**src/bdeq_pkg.sv**
```systemverilog
// shared constants and types of the button debouncer with event queue
`default_nettype none
package bdeq_pkg;

  localparam int BUTTONS_DEF     = 9;
  localparam int QUEUE_DEPTH_DEF = 16;
  localparam int HOLD_SAMPLES    = 2;
  localparam int HOLD_W          = $clog2(HOLD_SAMPLES + 1);

  localparam int RAW_W  = 9;
  localparam int TIME_W = 32;
  localparam int TICK_W = 8;
  localparam int BTN_W  = 4;
  localparam int TYPE_W = 2;
  localparam int CFG_W  = 8;

  localparam logic [TICK_W-1:0] TICK_RESET       = TICK_W'(5);
  localparam logic              ACTIVE_LOW_RESET = 1'b1;

  // register indexes of the configuration port
  localparam logic CFG_TICK       = 1'b0;
  localparam logic CFG_ACTIVE_LOW = 1'b1;

  // event type codes
  localparam logic [TYPE_W-1:0] EVT_PRESS   = 2'd0;
  localparam logic [TYPE_W-1:0] EVT_RELEASE = 2'd1;
  localparam logic [TYPE_W-1:0] EVT_CLICK   = 2'd2;

  // what one lane found on an accepted sample
  typedef struct packed {
    logic press;
    logic rel;
  } lane_req_t;

  // one write into the event ring
  typedef struct packed {
    logic              valid;
    logic [BTN_W-1:0]  button;
    logic [TYPE_W-1:0] etype;
  } enq_t;

endpackage
`default_nettype wire

```
**src/bdeq_lane.sv**
```systemverilog
// one debounce lane: per-button hold counter and stable state
`default_nettype none
module bdeq_lane (
  input  wire logic                clk,
  input  wire logic                rst_n,
  input  wire logic                update,
  input  wire logic                level,
  output bdeq_pkg::lane_req_t      req
);

  logic                          stable_r, stable_nxt;
  logic                          prev_r, prev_nxt;
  logic [bdeq_pkg::HOLD_W-1:0]   hold_r, hold_nxt;

  always_comb begin
    stable_nxt = stable_r;
    prev_nxt   = prev_r;
    hold_nxt   = hold_r;
    req        = '0;
    if (level != prev_r) begin
      hold_nxt = '0;
      prev_nxt = level;
    end else if (hold_r < bdeq_pkg::HOLD_W'(bdeq_pkg::HOLD_SAMPLES)) begin
      hold_nxt = hold_r + 1'b1;
      if (hold_nxt == bdeq_pkg::HOLD_W'(bdeq_pkg::HOLD_SAMPLES) && level != stable_r) begin
        stable_nxt = level;
        req.press  = level;
        req.rel    = ~level;
      end
    end
  end

  always_ff @(posedge clk) begin
    if (!rst_n) begin
      stable_r <= 1'b0;
      prev_r   <= 1'b0;
      hold_r   <= '0;
    end else if (update) begin
      stable_r <= stable_nxt;
      prev_r   <= prev_nxt;
      hold_r   <= hold_nxt;
    end
  end

endmodule
`default_nettype wire

```
**src/bdeq_merge.sv**
```systemverilog
// merging stage: walks the lane requests in button order, at most one ring write a cycle
`default_nettype none
module bdeq_merge #(
  parameter int BUTTONS = bdeq_pkg::BUTTONS_DEF
) (
  input  wire logic               clk,
  input  wire logic               rst_n,
  input  wire logic               start,
  input  wire logic [BUTTONS-1:0] press_vec,
  input  wire logic [BUTTONS-1:0] rel_vec,
  output logic                    busy,
  output bdeq_pkg::enq_t          enq
);

  localparam int SW = (BUTTONS > 1) ? $clog2(BUTTONS) : 1;

  logic [BUTTONS-1:0] press_pend_r;
  logic [BUTTONS-1:0] rel_pend_r;
  logic [SW-1:0]      scan_r;
  logic               phase_r;
  logic               active_r;
  logic               cur_press, cur_rel, last;

  assign cur_press = press_pend_r[scan_r];
  assign cur_rel   = rel_pend_r[scan_r];
  assign last      = (scan_r == SW'(BUTTONS - 1));
  assign busy      = active_r;

  always_comb begin
    enq        = '0;
    enq.valid  = active_r & (cur_press | cur_rel);
    enq.button = bdeq_pkg::BTN_W'(scan_r);
    if (cur_press) begin
      enq.etype = bdeq_pkg::EVT_PRESS;
    end else if (phase_r) begin
      enq.etype = bdeq_pkg::EVT_CLICK;
    end else begin
      enq.etype = bdeq_pkg::EVT_RELEASE;
    end
  end

  always_ff @(posedge clk) begin
    if (!rst_n) begin
      active_r <= 1'b0;
      scan_r   <= '0;
      phase_r  <= 1'b0;
    end else if (start) begin
      active_r <= |(press_vec | rel_vec);
      scan_r   <= '0;
      phase_r  <= 1'b0;
    end else if (active_r) begin
      // a release takes a release slot and then a click slot
      if (cur_rel && !phase_r) begin
        phase_r <= 1'b1;
      end else begin
        phase_r <= 1'b0;
        if (last) begin
          active_r <= 1'b0;
        end else begin
          scan_r <= scan_r + 1'b1;
        end
      end
    end
  end

  always_ff @(posedge clk) begin
    if (start) begin
      press_pend_r <= press_vec;
      rel_pend_r   <= rel_vec;
    end
  end

  a_idle_no_write: assert property (@(posedge clk) disable iff (!rst_n)
    !active_r |-> !enq.valid) else $error("ring write outside a scan");

endmodule
`default_nettype wire

```
**src/bdeq_ring.sv**
```systemverilog
// event ring: one slot kept free, write drops when full, registered read
`default_nettype none
module bdeq_ring #(
  parameter int DEPTH = bdeq_pkg::QUEUE_DEPTH_DEF
) (
  input  wire logic                            clk,
  input  wire logic                            rst_n,
  input  wire bdeq_pkg::enq_t                  enq,
  input  wire logic                            pop,
  output logic                                 empty,
  output logic [bdeq_pkg::BTN_W-1:0]           rd_button,
  output logic [bdeq_pkg::TYPE_W-1:0]          rd_etype
);

  localparam int PW = $clog2(DEPTH);
  localparam int EW = bdeq_pkg::BTN_W + bdeq_pkg::TYPE_W;

  logic [PW-1:0] wr_ptr_r, wr_ptr_nxt;
  logic [PW-1:0] rd_ptr_r, rd_ptr_nxt;
  logic          full;
  logic [EW-1:0] mem [DEPTH];
  logic [EW-1:0] rd_q_r;

  assign wr_ptr_nxt = (wr_ptr_r == PW'(DEPTH - 1)) ? '0 : PW'(wr_ptr_r + 1'b1);
  assign rd_ptr_nxt = (rd_ptr_r == PW'(DEPTH - 1)) ? '0 : PW'(rd_ptr_r + 1'b1);
  assign full       = (wr_ptr_nxt == rd_ptr_r);
  assign empty      = (wr_ptr_r == rd_ptr_r);

  always_ff @(posedge clk) begin
    if (!rst_n) begin
      wr_ptr_r <= '0;
      rd_ptr_r <= '0;
    end else begin
      if (enq.valid && !full) begin
        wr_ptr_r <= wr_ptr_nxt;
      end
      if (pop) begin
        rd_ptr_r <= rd_ptr_nxt;
      end
    end
  end

  always_ff @(posedge clk) begin
    if (enq.valid && !full) begin
      mem[wr_ptr_r] <= {enq.button, enq.etype};
    end
    if (pop) begin
      rd_q_r <= mem[rd_ptr_r];
    end
  end

  assign rd_button = rd_q_r[EW-1:bdeq_pkg::TYPE_W];
  assign rd_etype  = rd_q_r[bdeq_pkg::TYPE_W-1:0];

  a_full_drops: assert property (@(posedge clk) disable iff (!rst_n)
    enq.valid && full && !pop |=> wr_ptr_r == $past(wr_ptr_r))
    else $error("write accepted into a full ring");

  a_pop_not_empty: assert property (@(posedge clk) disable iff (!rst_n)
    pop |-> !empty) else $error("pop from an empty ring");

  a_no_write_pop_mix: assert property (@(posedge clk) disable iff (!rst_n)
    pop |-> !enq.valid) else $error("pop during a ring write");

endmodule
`default_nettype wire

```
**src/button_debouncer_event_queue.sv**
```systemverilog
// top level: nine-lane button debouncer feeding an event ring with pop words
//
// Each input word is either a sample (kind 0: time and raw button levels) or a
// pop (kind 1). A sample closer than tick_period_ms to the last taken sample
// (wrapping 32-bit difference) is dropped. Otherwise all BUTTONS debounce lanes
// update together in the accepting cycle, and the merging stage then walks the
// buttons in order, writing at most one event per cycle into the ring: a press
// gives one event, a release gives a release and then a click. A dropped
// sample leaves the input side free; a taken sample holds the input off until
// the merging stage has walked all the buttons. A pop reads the ring into a
// register, then the output register loads once any stalled earlier result
// has been taken; samples are taken while a result waits. Events beyond
// QUEUE_DEPTH-1 are dropped. The event store has no reset and needs no
// clearing pass. Configuration writes are taken at once.
`default_nettype none
module button_debouncer_event_queue #(
  parameter int BUTTONS     = bdeq_pkg::BUTTONS_DEF,
  parameter int QUEUE_DEPTH = bdeq_pkg::QUEUE_DEPTH_DEF
) (
  input  wire logic                              clk,
  input  wire logic                              rst_n,
  // input words
  input  wire logic                              in_valid,
  output logic                                   in_stall,
  input  wire logic                              in_kind,
  input  wire logic [bdeq_pkg::TIME_W-1:0]       in_now_ms,
  input  wire logic [bdeq_pkg::RAW_W-1:0]        in_raw_levels,
  // result words
  output logic                                   out_valid,
  input  wire logic                              out_stall,
  output logic                                   out_has_event,
  output logic [bdeq_pkg::BTN_W-1:0]             out_button_index,
  output logic [bdeq_pkg::TYPE_W-1:0]            out_event_type,
  output logic                                   out_click_count,
  // configuration
  input  wire logic                              cfg_we,
  input  wire logic                              cfg_index,
  input  wire logic [bdeq_pkg::CFG_W-1:0]        cfg_wdata
);

  typedef enum logic [1:0] {ST_IDLE, ST_SCAN, ST_POP} state_t;

  state_t                               state_r, state_nxt;
  logic [bdeq_pkg::TIME_W-1:0]          last_r, last_nxt;
  logic [bdeq_pkg::TICK_W-1:0]          tick_r, tick_nxt;
  logic                                 active_low_r, active_low_nxt;
  logic                                 hit_r, hit_nxt;
  logic                                 out_valid_r, out_valid_nxt;
  logic                                 has_event_r, has_event_nxt;
  logic [bdeq_pkg::BTN_W-1:0]           button_r, button_nxt;
  logic [bdeq_pkg::TYPE_W-1:0]          etype_r, etype_nxt;

  logic                                 in_acc;
  logic                                 sample_ok;
  logic                                 lane_update;
  logic                                 pop_req;
  logic                                 ring_empty;
  logic [bdeq_pkg::BTN_W-1:0]           rd_button;
  logic [bdeq_pkg::TYPE_W-1:0]          rd_etype;
  logic [bdeq_pkg::TIME_W-1:0]          elapsed;
  logic [BUTTONS-1:0]                   press_vec, rel_vec;
  logic                                 merge_busy;
  logic                                 out_free;
  bdeq_pkg::enq_t                       enq;

  // one word at a time; the output register frees the input side
  assign in_stall    = (state_r != ST_IDLE);
  assign in_acc      = in_valid & ~in_stall;
  assign elapsed     = in_now_ms - last_r;
  assign sample_ok   = (elapsed >= bdeq_pkg::TIME_W'(tick_r));
  assign lane_update = in_acc & ~in_kind & sample_ok;
  assign pop_req     = in_acc & in_kind & ~ring_empty;
  assign out_free    = ~out_valid_r | ~out_stall;

  // debounce lanes, one per button; buttons past the raw field read raw level 0
  for (genvar b = 0; b < BUTTONS; b++) begin : g_lane
    logic                raw_bit;
    bdeq_pkg::lane_req_t req;
    if (b < bdeq_pkg::RAW_W) begin : g_raw
      assign raw_bit = in_raw_levels[b];
    end else begin : g_pad
      assign raw_bit = 1'b0;
    end
    bdeq_lane u_lane (
      .clk    (clk),
      .rst_n  (rst_n),
      .update (lane_update),
      .level  (raw_bit ^ active_low_r),
      .req    (req)
    );
    assign press_vec[b] = req.press;
    assign rel_vec[b]   = req.rel;
  end

  bdeq_merge #(
    .BUTTONS (BUTTONS)
  ) u_merge (
    .clk       (clk),
    .rst_n     (rst_n),
    .start     (lane_update),
    .press_vec (press_vec),
    .rel_vec   (rel_vec),
    .busy      (merge_busy),
    .enq       (enq)
  );

  bdeq_ring #(
    .DEPTH (QUEUE_DEPTH)
  ) u_ring (
    .clk       (clk),
    .rst_n     (rst_n),
    .enq       (enq),
    .pop       (pop_req),
    .empty     (ring_empty),
    .rd_button (rd_button),
    .rd_etype  (rd_etype)
  );

  always_comb begin
    state_nxt      = state_r;
    last_nxt       = last_r;
    tick_nxt       = tick_r;
    active_low_nxt = active_low_r;
    hit_nxt        = hit_r;
    out_valid_nxt  = out_valid_r;
    has_event_nxt  = has_event_r;
    button_nxt     = button_r;
    etype_nxt      = etype_r;

    // result taken downstream
    if (out_valid_r && !out_stall) begin
      out_valid_nxt = 1'b0;
    end

    if (cfg_we) begin
      case (cfg_index)
        bdeq_pkg::CFG_TICK:       tick_nxt       = cfg_wdata;
        bdeq_pkg::CFG_ACTIVE_LOW: active_low_nxt = cfg_wdata[0];
        default: ;
      endcase
    end

    case (state_r)
      ST_IDLE: begin
        if (in_acc) begin
          if (in_kind) begin
            hit_nxt   = ~ring_empty;
            state_nxt = ST_POP;
          end else if (sample_ok) begin
            last_nxt  = in_now_ms;
            state_nxt = ST_SCAN;
          end
        end
      end
      ST_SCAN: begin
        // wait for the merging stage to finish its walk
        if (!merge_busy) begin
          state_nxt = ST_IDLE;
        end
      end
      ST_POP: begin
        // ring data is registered now; load once the output slot is free
        if (out_free) begin
          out_valid_nxt = 1'b1;
          has_event_nxt = hit_r;
          button_nxt    = hit_r ? rd_button : '0;
          etype_nxt     = hit_r ? rd_etype : bdeq_pkg::EVT_PRESS;
          state_nxt     = ST_IDLE;
        end
      end
      default: state_nxt = ST_IDLE;
    endcase
  end

  always_ff @(posedge clk) begin
    if (!rst_n) begin
      state_r      <= ST_IDLE;
      last_r       <= '0;
      tick_r       <= bdeq_pkg::TICK_RESET;
      active_low_r <= bdeq_pkg::ACTIVE_LOW_RESET;
      out_valid_r  <= 1'b0;
    end else begin
      state_r      <= state_nxt;
      last_r       <= last_nxt;
      tick_r       <= tick_nxt;
      active_low_r <= active_low_nxt;
      out_valid_r  <= out_valid_nxt;
    end
    hit_r       <= hit_nxt;
    has_event_r <= has_event_nxt;
    button_r    <= button_nxt;
    etype_r     <= etype_nxt;
  end

  assign out_valid        = out_valid_r;
  assign out_has_event    = has_event_r;
  assign out_button_index = button_r;
  assign out_event_type   = etype_r;
  assign out_click_count  = (etype_r == bdeq_pkg::EVT_CLICK);

  a_empty_pop_zero: assert property (@(posedge clk) disable iff (!rst_n)
    out_valid_r && !has_event_r |-> button_r == '0 && etype_r == bdeq_pkg::EVT_PRESS)
    else $error("empty pop carries a non-zero event");

  a_pop_no_scan: assert property (@(posedge clk) disable iff (!rst_n)
    state_r == ST_POP |-> !merge_busy) else $error("pop overlaps an event walk");

endmodule
`default_nettype wire

```
**config.mk**
```make
export PLATFORM = sky130hd
export DESIGN_NAME = button_debouncer_event_queue
export DESIGN_NICKNAME = d
export VERILOG_FILES = /design/src/bdeq_pkg.sv /design/src/bdeq_lane.sv /design/src/bdeq_merge.sv /design/src/bdeq_ring.sv /design/src/button_debouncer_event_queue.sv
export SDC_FILE = /design/constraint.sdc
export NUM_CORES = 1
export LEC_CHECK = 0
export BUFFER_PORTS_ARGS = -buffer_cell sky130_fd_sc_hd__buf_2
export CAP_MARGIN = 40
export CORE_AREA = 2 2 141 143
export CTS_BUF_LIST = sky130_fd_sc_hd__clkbuf_2
export DETAILED_ROUTE_END_ITERATION = 10
export DIE_AREA = 0 0 143 145
export GPL_TIMING_DRIVEN = 0
export PLACE_DENSITY = 0.82
export SLEW_MARGIN = 20
export SYNTH_ARGS = -nofsm -noshare
export SYNTH_HDL_FRONTEND = slang
export SYNTH_HIERARCHICAL = 1
export SYNTH_SLANG_ARGS = --single-unit
```
**constraint.sdc**
```tcl
create_clock -name clk -period 5.7 [get_ports clk]
set_input_delay 0.855 -clock clk [delete_from_list [all_inputs] [get_ports clk]]
set_output_delay 0.855 -clock clk [all_outputs]
set_load 0.01 [all_outputs]
```
# After elaboration in Yosys (flattened, before gate mapping)
# Memories as Yosys holds them, arrays and structs flattened. A register that Yosys moved wholly into a read port is not among the register bits.
# Cells that the tools add are included.
dict set report op_classes {
  n_bitwise 45
  n_addsub 13
  muxes 69
  n_reduce_logical 62
  n_eq_ne 39
  n_lt_le_gt_ge 11
}
# cell count
set op_table {}
lappend op_table {{2-bit two-way mux} 52}
lappend op_table {{4-bit AND reduction} 11}
lappend op_table {{2-bit AND reduction} 21}
lappend op_table {{32-bit by 8-bit >= comparator with 1-bit output} 1}
lappend op_table {{32-bit subtractor} 1}
lappend op_table {{1-bit inverter} 27}
lappend op_table {{2-bit == test (second input constant)} 11}
lappend op_table {{2-bit nonzero test} 10}
lappend op_table {{2-bit by 1-bit adder with 2-bit output (second input constant)} 9}
lappend op_table {{2-bit < comparator (second input constant)} 9}
lappend op_table {{1-bit inequality test} 18}
lappend op_table {{4-bit by 1-bit adder with 4-bit output (second input constant)} 3}
lappend op_table {{4-bit == test (second input constant)} 3}
lappend op_table {{1-bit logical AND} 12}
lappend op_table {{1-bit two-way mux} 12}
lappend op_table {{9-bit bitwise OR} 1}
lappend op_table {{9-bit OR reduction} 1}
lappend op_table {{1-bit bitwise XOR} 9}
lappend op_table {{1-bit binary-select mux with 4-bit select} 2}
lappend op_table {{4-bit == test} 2}
lappend op_table {{4-bit two-way mux} 2}
lappend op_table {{1-bit AND} 6}
lappend op_table {{2-bit inequality test (second input constant)} 3}
lappend op_table {{2-bit case mux with 3 select lines} 1}
lappend op_table {{8 further kinds} 12}
dict set report totals {
  output_inout_bits 10
  input_bits 56
  mem_count 1
  word_cells 283
  ram_bits 96
  regBits 120
}
# memory depth word_bits rd rd_ports_with_merged_regs write_ports line_no
set memory_table {}
lappend memory_table {u_ring.mem 16 6 1 1 1 bdeq_ring.sv:21} ;# logic [EW-1:0] mem [DEPTH];

# Logic depth before layout (Yosys ltp)
# Gate-level depths: netlist (run 1).
dict set report depth {
  depth_word 9
  depth_mapped 21
  ltp_nobuf 20
}

# By module
# The synthesis (run 1) kept the hierarchy.
# mod cells_each seq_area_each_um2 area_per_inst_um2 n_inst
set by_module_without_submodules {}
lappend by_module_without_submodules {bdeq_ring 244 3223.1 4530.6 1}
lappend by_module_without_submodules {button_debouncer_event_queue 585 1121.1 4478.0 1}
lappend by_module_without_submodules {bdeq_lane 25 80.1 221.5 9}
lappend by_module_without_submodules {bdeq_merge 86 660.6 1113.6 1}

# Worst setup path before layout (run 1)
# OpenSTA, ideal clock, no wires.
dict set report synth_path {
  kind {input port to flip-flop}
  from {in in_now_ms[0] (netlist name)}
  to {reg u_merge.active_r (netlist: u_merge/busy)}
  slack_ps 771
  setup_ps 92
  cell_stages 20
  arrival_ps 4837
  required_time_ps 5608
  n_path_buf 1
  cell_sequence {inv_1 > ha_1 > fa_1 > nand2b_1 > a21oi_2 > nor2_1 > xnor2_1 > ha_1 > a21o_1 > a22oi_1 > o21ai_0 > nor3_1 > and4b_1 > nand4_1 > or4_4 > o41ai_4 > nand2_4 > buf_6 > nand2b_1 > o32ai_1}
}
dict set report synth_between {
  elab_chain_cells 4
}
# item line_no
set synth_rtl {}
lappend synth_rtl {{from (decl)} button_debouncer_event_queue.sv:26} ;# input wire logic [bdeq_pkg::TIME_W-1:0] in_now_ms,
lappend synth_rtl {{32-bit subtractor} button_debouncer_event_queue.sv:69} ;# assign elapsed = in_now_ms - last_r;
lappend synth_rtl {{32-bit by 8-bit >= comparator with 1-bit output} button_debouncer_event_queue.sv:70} ;# assign sample_ok = (elapsed >= bdeq_pkg::TIME_W'(tick_r));
lappend synth_rtl {{1-bit AND} button_debouncer_event_queue.sv:71} ;# assign lane_update = in_acc & ~in_kind & sample_ok;
lappend synth_rtl {{named net lane_update} button_debouncer_event_queue.sv:55} ;# logic lane_update;
lappend synth_rtl {{1-bit two-way mux} bdeq_merge.sv:47} ;# end else if (start) begin
lappend synth_rtl {{to (signal assigned)} bdeq_merge.sv:48} ;# active_r <= |(press_vec | rel_vec);
lappend synth_rtl {{to (decl)} bdeq_merge.sv:21} ;# logic active_r;
# The timed path passes the listed nets, and every way through them passes these cells.
# A chain may end at the register's enable or synchronous reset.

# Worst setup path in the final report (run 1)
dict set report layout_path {
  from {reg last_r[4] (netlist name)}
  to {reg u_merge.active_r (netlist: u_merge/busy)}
}
dict set report layout_between {
  elab_chain_cells 4
}
# item line_no
set layout_rtl {}
lappend layout_rtl {{from (decl)} button_debouncer_event_queue.sv:44} ;# logic [bdeq_pkg::TIME_W-1:0] last_r, last_nxt;
lappend layout_rtl {{from (signal assigned)} button_debouncer_event_queue.sv:184} ;# last_r <= last_nxt;
lappend layout_rtl {{32-bit subtractor} button_debouncer_event_queue.sv:69}
lappend layout_rtl {{32-bit by 8-bit >= comparator with 1-bit output} button_debouncer_event_queue.sv:70}
lappend layout_rtl {{1-bit AND} button_debouncer_event_queue.sv:71}
lappend layout_rtl {{named net lane_update} button_debouncer_event_queue.sv:55}
lappend layout_rtl {{1-bit two-way mux} bdeq_merge.sv:47}
# The timed path passes the listed nets, and every way through them passes these cells.

==> reports/summary.txt, run 1 <==
status: complete, no violations
final wirelength: 27,200 um
Core ar.: 19,200 sq um
post-route cell area: 13,300 sq um
Leakage: 5.05 nW
syn nets: 1,253
Routed Antenna Nets: 0
Final Core Density: 69.4%
Pwr Density: 275 nW/um^2
post-synth top area share: 31.7%
Skew-Pair Late Insertion Delay: 860 ps
Slew HR: 42.4%
top post-synthesis cells by area: edfxtp_1 (32%), dfxtp_1 (16%), ha_1 (5.8%)
RSZ-0062 raised after global routing: false
Worst R2R End: u_merge/busy
first-pass GRT wire length: 44,500 um
H-Tree Depth: 2
Synth cell types: 83
r2r startpoint: last_r[4]
final hold vios: 0
critical path arrival: 5870 ps
Min-Delay Path Class: in2reg
cell accounting for the most synthesized area: edfxtp_1
final setup fails: 0
Die Height: 145 um
reg2reg path depth: 19
Port Buf Inserts: 65
Area Overhead vs Synth: 10.1%
antenna violations before repair: 2
R2R Setup Slk: 600 ps
fin. max-slew vios: 0
Site Rows: 51
top_reg_cell synth: edfxtp_1
Synth warnings: 6
Post-DP Area: 12,800 sq um
total power: 3.67 mW
Post-CTS Resized: 0
# DRC: 0
drt wl/cell: 17.2 um
period utilization: 89.4%
Placed Cells: 1,473
DR pass1 iterations: 5
Worst EP required: 6470 ps
starting density of the core: 63.1%
ys async rst share: 0%
Synth Cell Area: 12,100 sq um
Worst setup EP type: register
root buf cell: clkbuf_2
# IOs: 66
Clock Sinks: 222
GR Util met2: 43.7%
Mean Syn Cell Area: 10.6 sq um
sequential area share after synthesis: 47.3%
Worst-Margin Slew: 861 ps
Synth Register Bits: 222
Hold Slack: 246 ps
clock skew: 57.9 ps
total grt overflow: 0
max cap viols: 0
vias per cell: 5.89
Worst setup startpoint: last_r[4]
VDD IR-drop max: 0.173 mV
CTS tree: yes
Post-CTS Setup Inserts: 0
largest net degree at the start of global routing: 93
Num CTS Buffers: 54
initial DRC count: 689
grt met1 use: 36.3%
CP Class: reg2reg
Synth Instances: 1,140
clk slew on worst S/H paths: 130 ps
EDFF count, synth: 128
count leader, synth: nand2_1
Post-DP HPWL: 19,200 um
cts hold-fix bufs: 0
clock buffer depth: 3
Crit Path Max Fanout: 92
fin crit period: 5100 ps
final layout net count: 1,378
number of global-route vias before repair: 9,028
dpl ws: -14.1 ps
Worst Setup Slack, final: 603 ps
DIE AREA: 20,700 sq um
Layout Cells excl Fill: 1,577
die width: 143 um
met3 usage: 4.79%
gpl congestion: 0.918
Filler cells: 1,435
crit path to: u_merge/busy
share of cells above drive strength 1: 17.5%
GRT Overall Usage: 26.7%
synth cell count leaders: nand2_1 (148), edfxtp_1 (128), dfxtp_1 (94), a21oi_1 (72), inv_1 (71)
GR peak layer: met2
Sum Neg Setup Slack: 0 ps
FMAX: 196 MHz
startpoint types: register
vias: 9,296
[per-layer routing]
| metal | routed length, um | part of all wire (%) |
|---|---|---|
| met5 | 0 | 0 |
| met4 | 618 | 2.3 |
| met3 | 1780 | 6.6 |
| met2 | 13000 | 48 |
| met1 | 11800 | 43 |
[critical path, cell delays in order (launching register included)]
cell and delay (ps):
dfxtp_1 360, inv_1 50, ha_1 350, o211ai_1 140, a21oi_2 310, nor2_1 140, o21ai_0 230, xor2_1 180
ha_1 270, and4_1 200, a32oi_1 210, o2111ai_1 140, a311oi_1 300, nand4_1 140, or4_4 450, o41ai_4 390
nand2_4 180, buf_6 320, nand2b_1 340, o32ai_1 320
[how the worst min path moves through the flow]
stage                  start    endpoint  slack [ps]  depth (start not counted)
2_1_floorplan     last_r[10]  last_r[10]         430                          2
3_3_place_gp       last_r[8]   last_r[8]         440                          2
3_5_place_dp      last_r[16]  last_r[16]         450                          2
4_1_cts        in_now_ms[24]  last_r[24]         170                          3
5_1_grt        in_now_ms[25]  last_r[25]         200                          3
6_report       in_now_ms[25]  last_r[25]         250                          3
[cell usage in the layout, fill, tap and decap left out, drive strengths merged, types with 27 or more instances in the layout]
cell type  instances
a21oi             78
buf               96
clkbuf            94
dfxtp             94
edfxtp           128
ha                56
inv               74
mux2i             59
mux4              27
nand2            149
nor2              37
nor2b             32
nor3              31
o21ai             50
xor2              30
[sequential cells by signal, summed over array words and instances, names as in the netlist, 2 cells and up]
register and flops:
g_lane.u_lane/hold_r 18, g_lane.u_lane/prev_r 9, g_lane.u_lane/stable_r 9, last_r 32
out_button_index 4, out_event_type 2, state_r 2, tick_r 8
u_merge/press_pend_r 9, u_merge/rel_pend_r 9, u_merge/scan_r 4, u_ring/mem 96
u_ring/rd_ptr_r 4, u_ring/rd_q_r 6, u_ring/wr_ptr_r 4
[where the power goes]
group	switching (mW)	internal (mW)	leakage [nW]
Clock	0.654	0.432	0.395
Sequential	0.0497	1.76	1.95
Combinational	0.462	0.313	2.70
Total	1.17	2.50	5.05
[final cells by class]
cell class	count	area [sq um]	share of cell area (%)
timing repair buffer	69	370	2.78
sequential	222	5730	42.9
multi-input combinational	806	5890	44.2
inverter	72	270	2.03
tap	265	332	2.49
antenna	1	2.50	0.0188
buffer	40	226	1.70
clock buffer	81	405	3.04
clock inverter	21	114	0.854
[logic make-up after synthesis]
group,after synthesis,share of synthesized area (%)
flip-flops,222,47.3
buffers and inverters,112,4.10
adder cells (fa/ha/maj),57,5.95
AO/OA/AOI/OAI,225,12.4
AND/OR/NAND/NOR,396,17.3
XOR/XNOR,42,3.04
multiplexers,86,9.96
Note: power is estimated with default switching activity, not from simulation.
==> run 2, diff against run 1 <==
--- a/config.mk
+++ b/config.mk
@@ -7,12 +7,11 @@
 export LEC_CHECK = 0
 export BUFFER_PORTS_ARGS = -buffer_cell sky130_fd_sc_hd__buf_2
 export CAP_MARGIN = 40
-export CORE_AREA = 2 2 141 143
+export CORE_AREA = 2 2 224 226
 export CTS_BUF_LIST = sky130_fd_sc_hd__clkbuf_2
 export DETAILED_ROUTE_END_ITERATION = 10
-export DIE_AREA = 0 0 143 145
+export DIE_AREA = 0 0 226 228
 export GPL_TIMING_DRIVEN = 0
-export PLACE_DENSITY = 0.82
 export SLEW_MARGIN = 20
 export SYNTH_ARGS = -nofsm -noshare
 export SYNTH_HDL_FRONTEND = slang
==> constraint.sdc (replaced) <==
create_clock -name clk -period 5 [get_ports clk]
set_input_delay 0.75 -clock clk [delete_from_list [all_inputs] [get_ports clk]]
set_output_delay 0.75 -clock clk [all_outputs]
set_load 0.01 [all_outputs]
==> reports/summary.txt, run 2 (synthesized netlist as in run 1, its figures left out) <==
WP buf/inv: 1 (-1)
first-pass GRT wire length: 45,500 um (+2.2%)
Final Core Density: 28.3% (-41 points)
Reg with most FFs: u_ring/mem
clock buffer depth: 3 (unchanged)
starting density of the core: 24.5% (-39 points)
Worst-Margin Slew: 887 ps (+26.1 ps)
initial DRC count: 511 (-26%)
vias: 9,093 (-2.2%)
clock skew: 46.2 ps (-11.7 ps)
Critical-path top delay cell: or4_4
clk slew on worst S/H paths: 110 ps (-20 ps)
fin crit period: 4710 ps (-383 ps)
Min-Delay Path Class: in2reg
cell repeated most along the worst path: ha_1
Core ar.: 49,300 sq um (+160%)
max cap viols: 0 (unchanged)
FMAX: 212 MHz (+8.1%)
Post-DP HPWL: 20,600 um (+7.3%)
VDD IR-drop max: 0.164 mV (-5.3%)
DR pass1 iterations: 5 (unchanged)
number of global-route vias before repair: 8,826 (-2.2%)
die width: 226 um (+58%)
CP Class: reg2reg
Worst EP required: 5820 ps (-650 ps)
Leakage: 5.10 nW (+1.0%)
Gate power share: 22.2% (+1.1 points)
Filler cells: 5,170 (+260%)
CTS tree: yes
Pwr Density: 299 nW/um^2 (+8.7%)
share of cells above drive strength 1: 18.2% (+0.73 points)
Routed Antenna Nets: 0 (unchanged)
drt wl/cell: 14.8 um (-14%)
period utilization: 94.3% (+4.9 points)
Layout Cells excl Fill: 1,994 (+26%)
# DRC: 0 (unchanged)
final wirelength: 29,400 um (+8.3%)
vias per cell: 4.56 (-23%)
Port Buf Inserts: 65 (unchanged)
H-Tree Depth: 2 (unchanged)
startpoint types: register
Slew HR: 39.3% (-3.1 points)
Placed Cells: 1,881 (+28%)
Switching Fraction: 32.5% (+0.69 points)
root buf cell: clkbuf_2
most frequent cells in the layout: nand2_1 (148), edfxtp_1 (128), dfxtp_1 (94), buf_2 (81), clkbuf_2 (79)
Num CTS Buffers: 57 (+5.6%)
Post-DP Area: 13,300 sq um (+4.2%)
final layout net count: 1,391 (+0.94%)
post-route cell area: 14,000 sq um (+4.7%)
RSZ-0062 raised after global routing: false
Die Height: 228 um (+57%)
Crit Path Max Fanout: 46 (-50%)
cts hold-fix bufs: 0 (unchanged)
fin. max-slew vios: 0 (unchanged)
gpl congestion: 0.881 (-4.1%)
Site Rows: 82 (+61%)
Pint: 2.82 mW (+13%)
critical path arrival: 5540 ps (-330 ps)
# IOs: 66 (unchanged)
CP max stage delay: 440 ps (about the same)
Skew-Pair Late Insertion Delay: 910 ps (+50 ps)
total grt overflow: 0 (unchanged)
status: complete, no violations
commonest non-fill, non-tap cell in the layout: nand2_1
Largest regs: u_ring/mem: 96 flops, last_r: 32 flops, g_lane.u_lane/hold_r: 18 flops
GRT Overall Usage: 11.0% (-16 points)
antenna violations before repair: 5 (+3)
Clock Sinks: 222 (unchanged)
Flop pwr share: 49.3% (about the same)
DIE AREA: 51,500 sq um (+150%)
largest net degree at the start of global routing: 93 (unchanged)
max FFs per register: 96 (unchanged)
Top delay family on crit path: compound AO/OA/AOI/OAI gates
Worst setup EP type: register
Clock power frac: 28.6% (-1.0 points)
final setup fails: 0 (unchanged)
NetSw: 1.36 mW (+16%)
Area Overhead vs Synth: 15.2%
critical path cell sequence: ha_1, fa_1, nand2b_1, a21oi_2, nor2_1, xnor2_1, ha_1, and4_1, a32oi_1, o2111ai_1, a311oi_1, nand4_1, or4_4, o41ai_4, nand2_4, buf_16, nand2b_2, o32ai_2
final hold vios: 0 (unchanged)
==> run 2: cell count changes in the layout (fill, tap and decap cells not counted), moves of 2 or more <==
cell / before / now
clkinv_2: 3 / 5
clkbuf_2: 81 / 79
diode_2: 1 / 3
buf_16: 0 / 2
buf_4: 4 / 12
==> run 2: timing repair <==
item,4_1_cts,5_1_grt
gates resized for setup,1,4
pin swaps,0,3
endpoints found under the hold margin,0,0
setup endpoints to repair,1,42
gates cloned,0,2
setup buffers,0,6
==> run 2: routing by layer <==
layer | track usage [%] | routed length (um) | vias up
met5 | 0 | 13 | -
met4 | 4.35 | 840 | 2
met3 | 2.49 | 1560 | 60
met2 | 17.5 | 13500 | 218
met1 | 14.4 | 13500 | 4313
li1 | - | - | 4500
==> run 2: final cells by class <==
class | count | area, sq um | share of cell area [%]
Clock buffer | 79 | 395 | 2.83
Clock inverter | 21 | 93.8 | 0.672
Timing Repair Buffer | 79 | 483 | 3.46
Tap cell | 672 | 841 | 6.02
Buffer | 40 | 243 | 1.74
Sequential cell | 222 | 5730 | 41.0
Multi-Input combinational cell | 806 | 5900 | 42.3
Inverter | 72 | 270 | 1.94
Antenna cell | 3 | 7.51 | 0.0538
==> run 2: worst paths after layout <==
path                startpoint           end  slack, ps  cells after the start
setup / recovery     last_r[0]  u_merge/busy        290                     18
hold / removal    cfg_wdata[0]     tick_r[0]        110                      3
setup reg to reg     last_r[0]  u_merge/busy        290                     18
hold reg to reg      last_r[5]     last_r[5]        460                      2
==> run 2: worst min-delay path, stage by stage <==
cell,delay (ps)
buf_2,90
nand2_1,40
nand3_1,70
==> run 2: power by group through the flow <==
stage / Combinational (mW) / Sequential [mW] / Clock, mW
floorplan: 0.656 / 2.09 / 0
global placement: 0.859 / 2.10 / 0
detailed placement: 0.879 / 2.10 / 0
CTS: 0.885 / 2.06 / 1.25
global route: 1.03 / 2.07 / 1.33
finish: 0.925 / 2.06 / 1.19
==> run 2: metrics by stage <==
stage	total power [mW]	setup TNS (ps)	setup WS [ps]	hold slack [ps]
detailed placement	2.98	-25810	-647	448
global route	4.43	0	20.8	63.3
finish	4.18	0	286	111
floorplan	2.74	0	176	435
CTS	4.20	0	22.4	10.0
global placement	2.95	-23830	-638	443
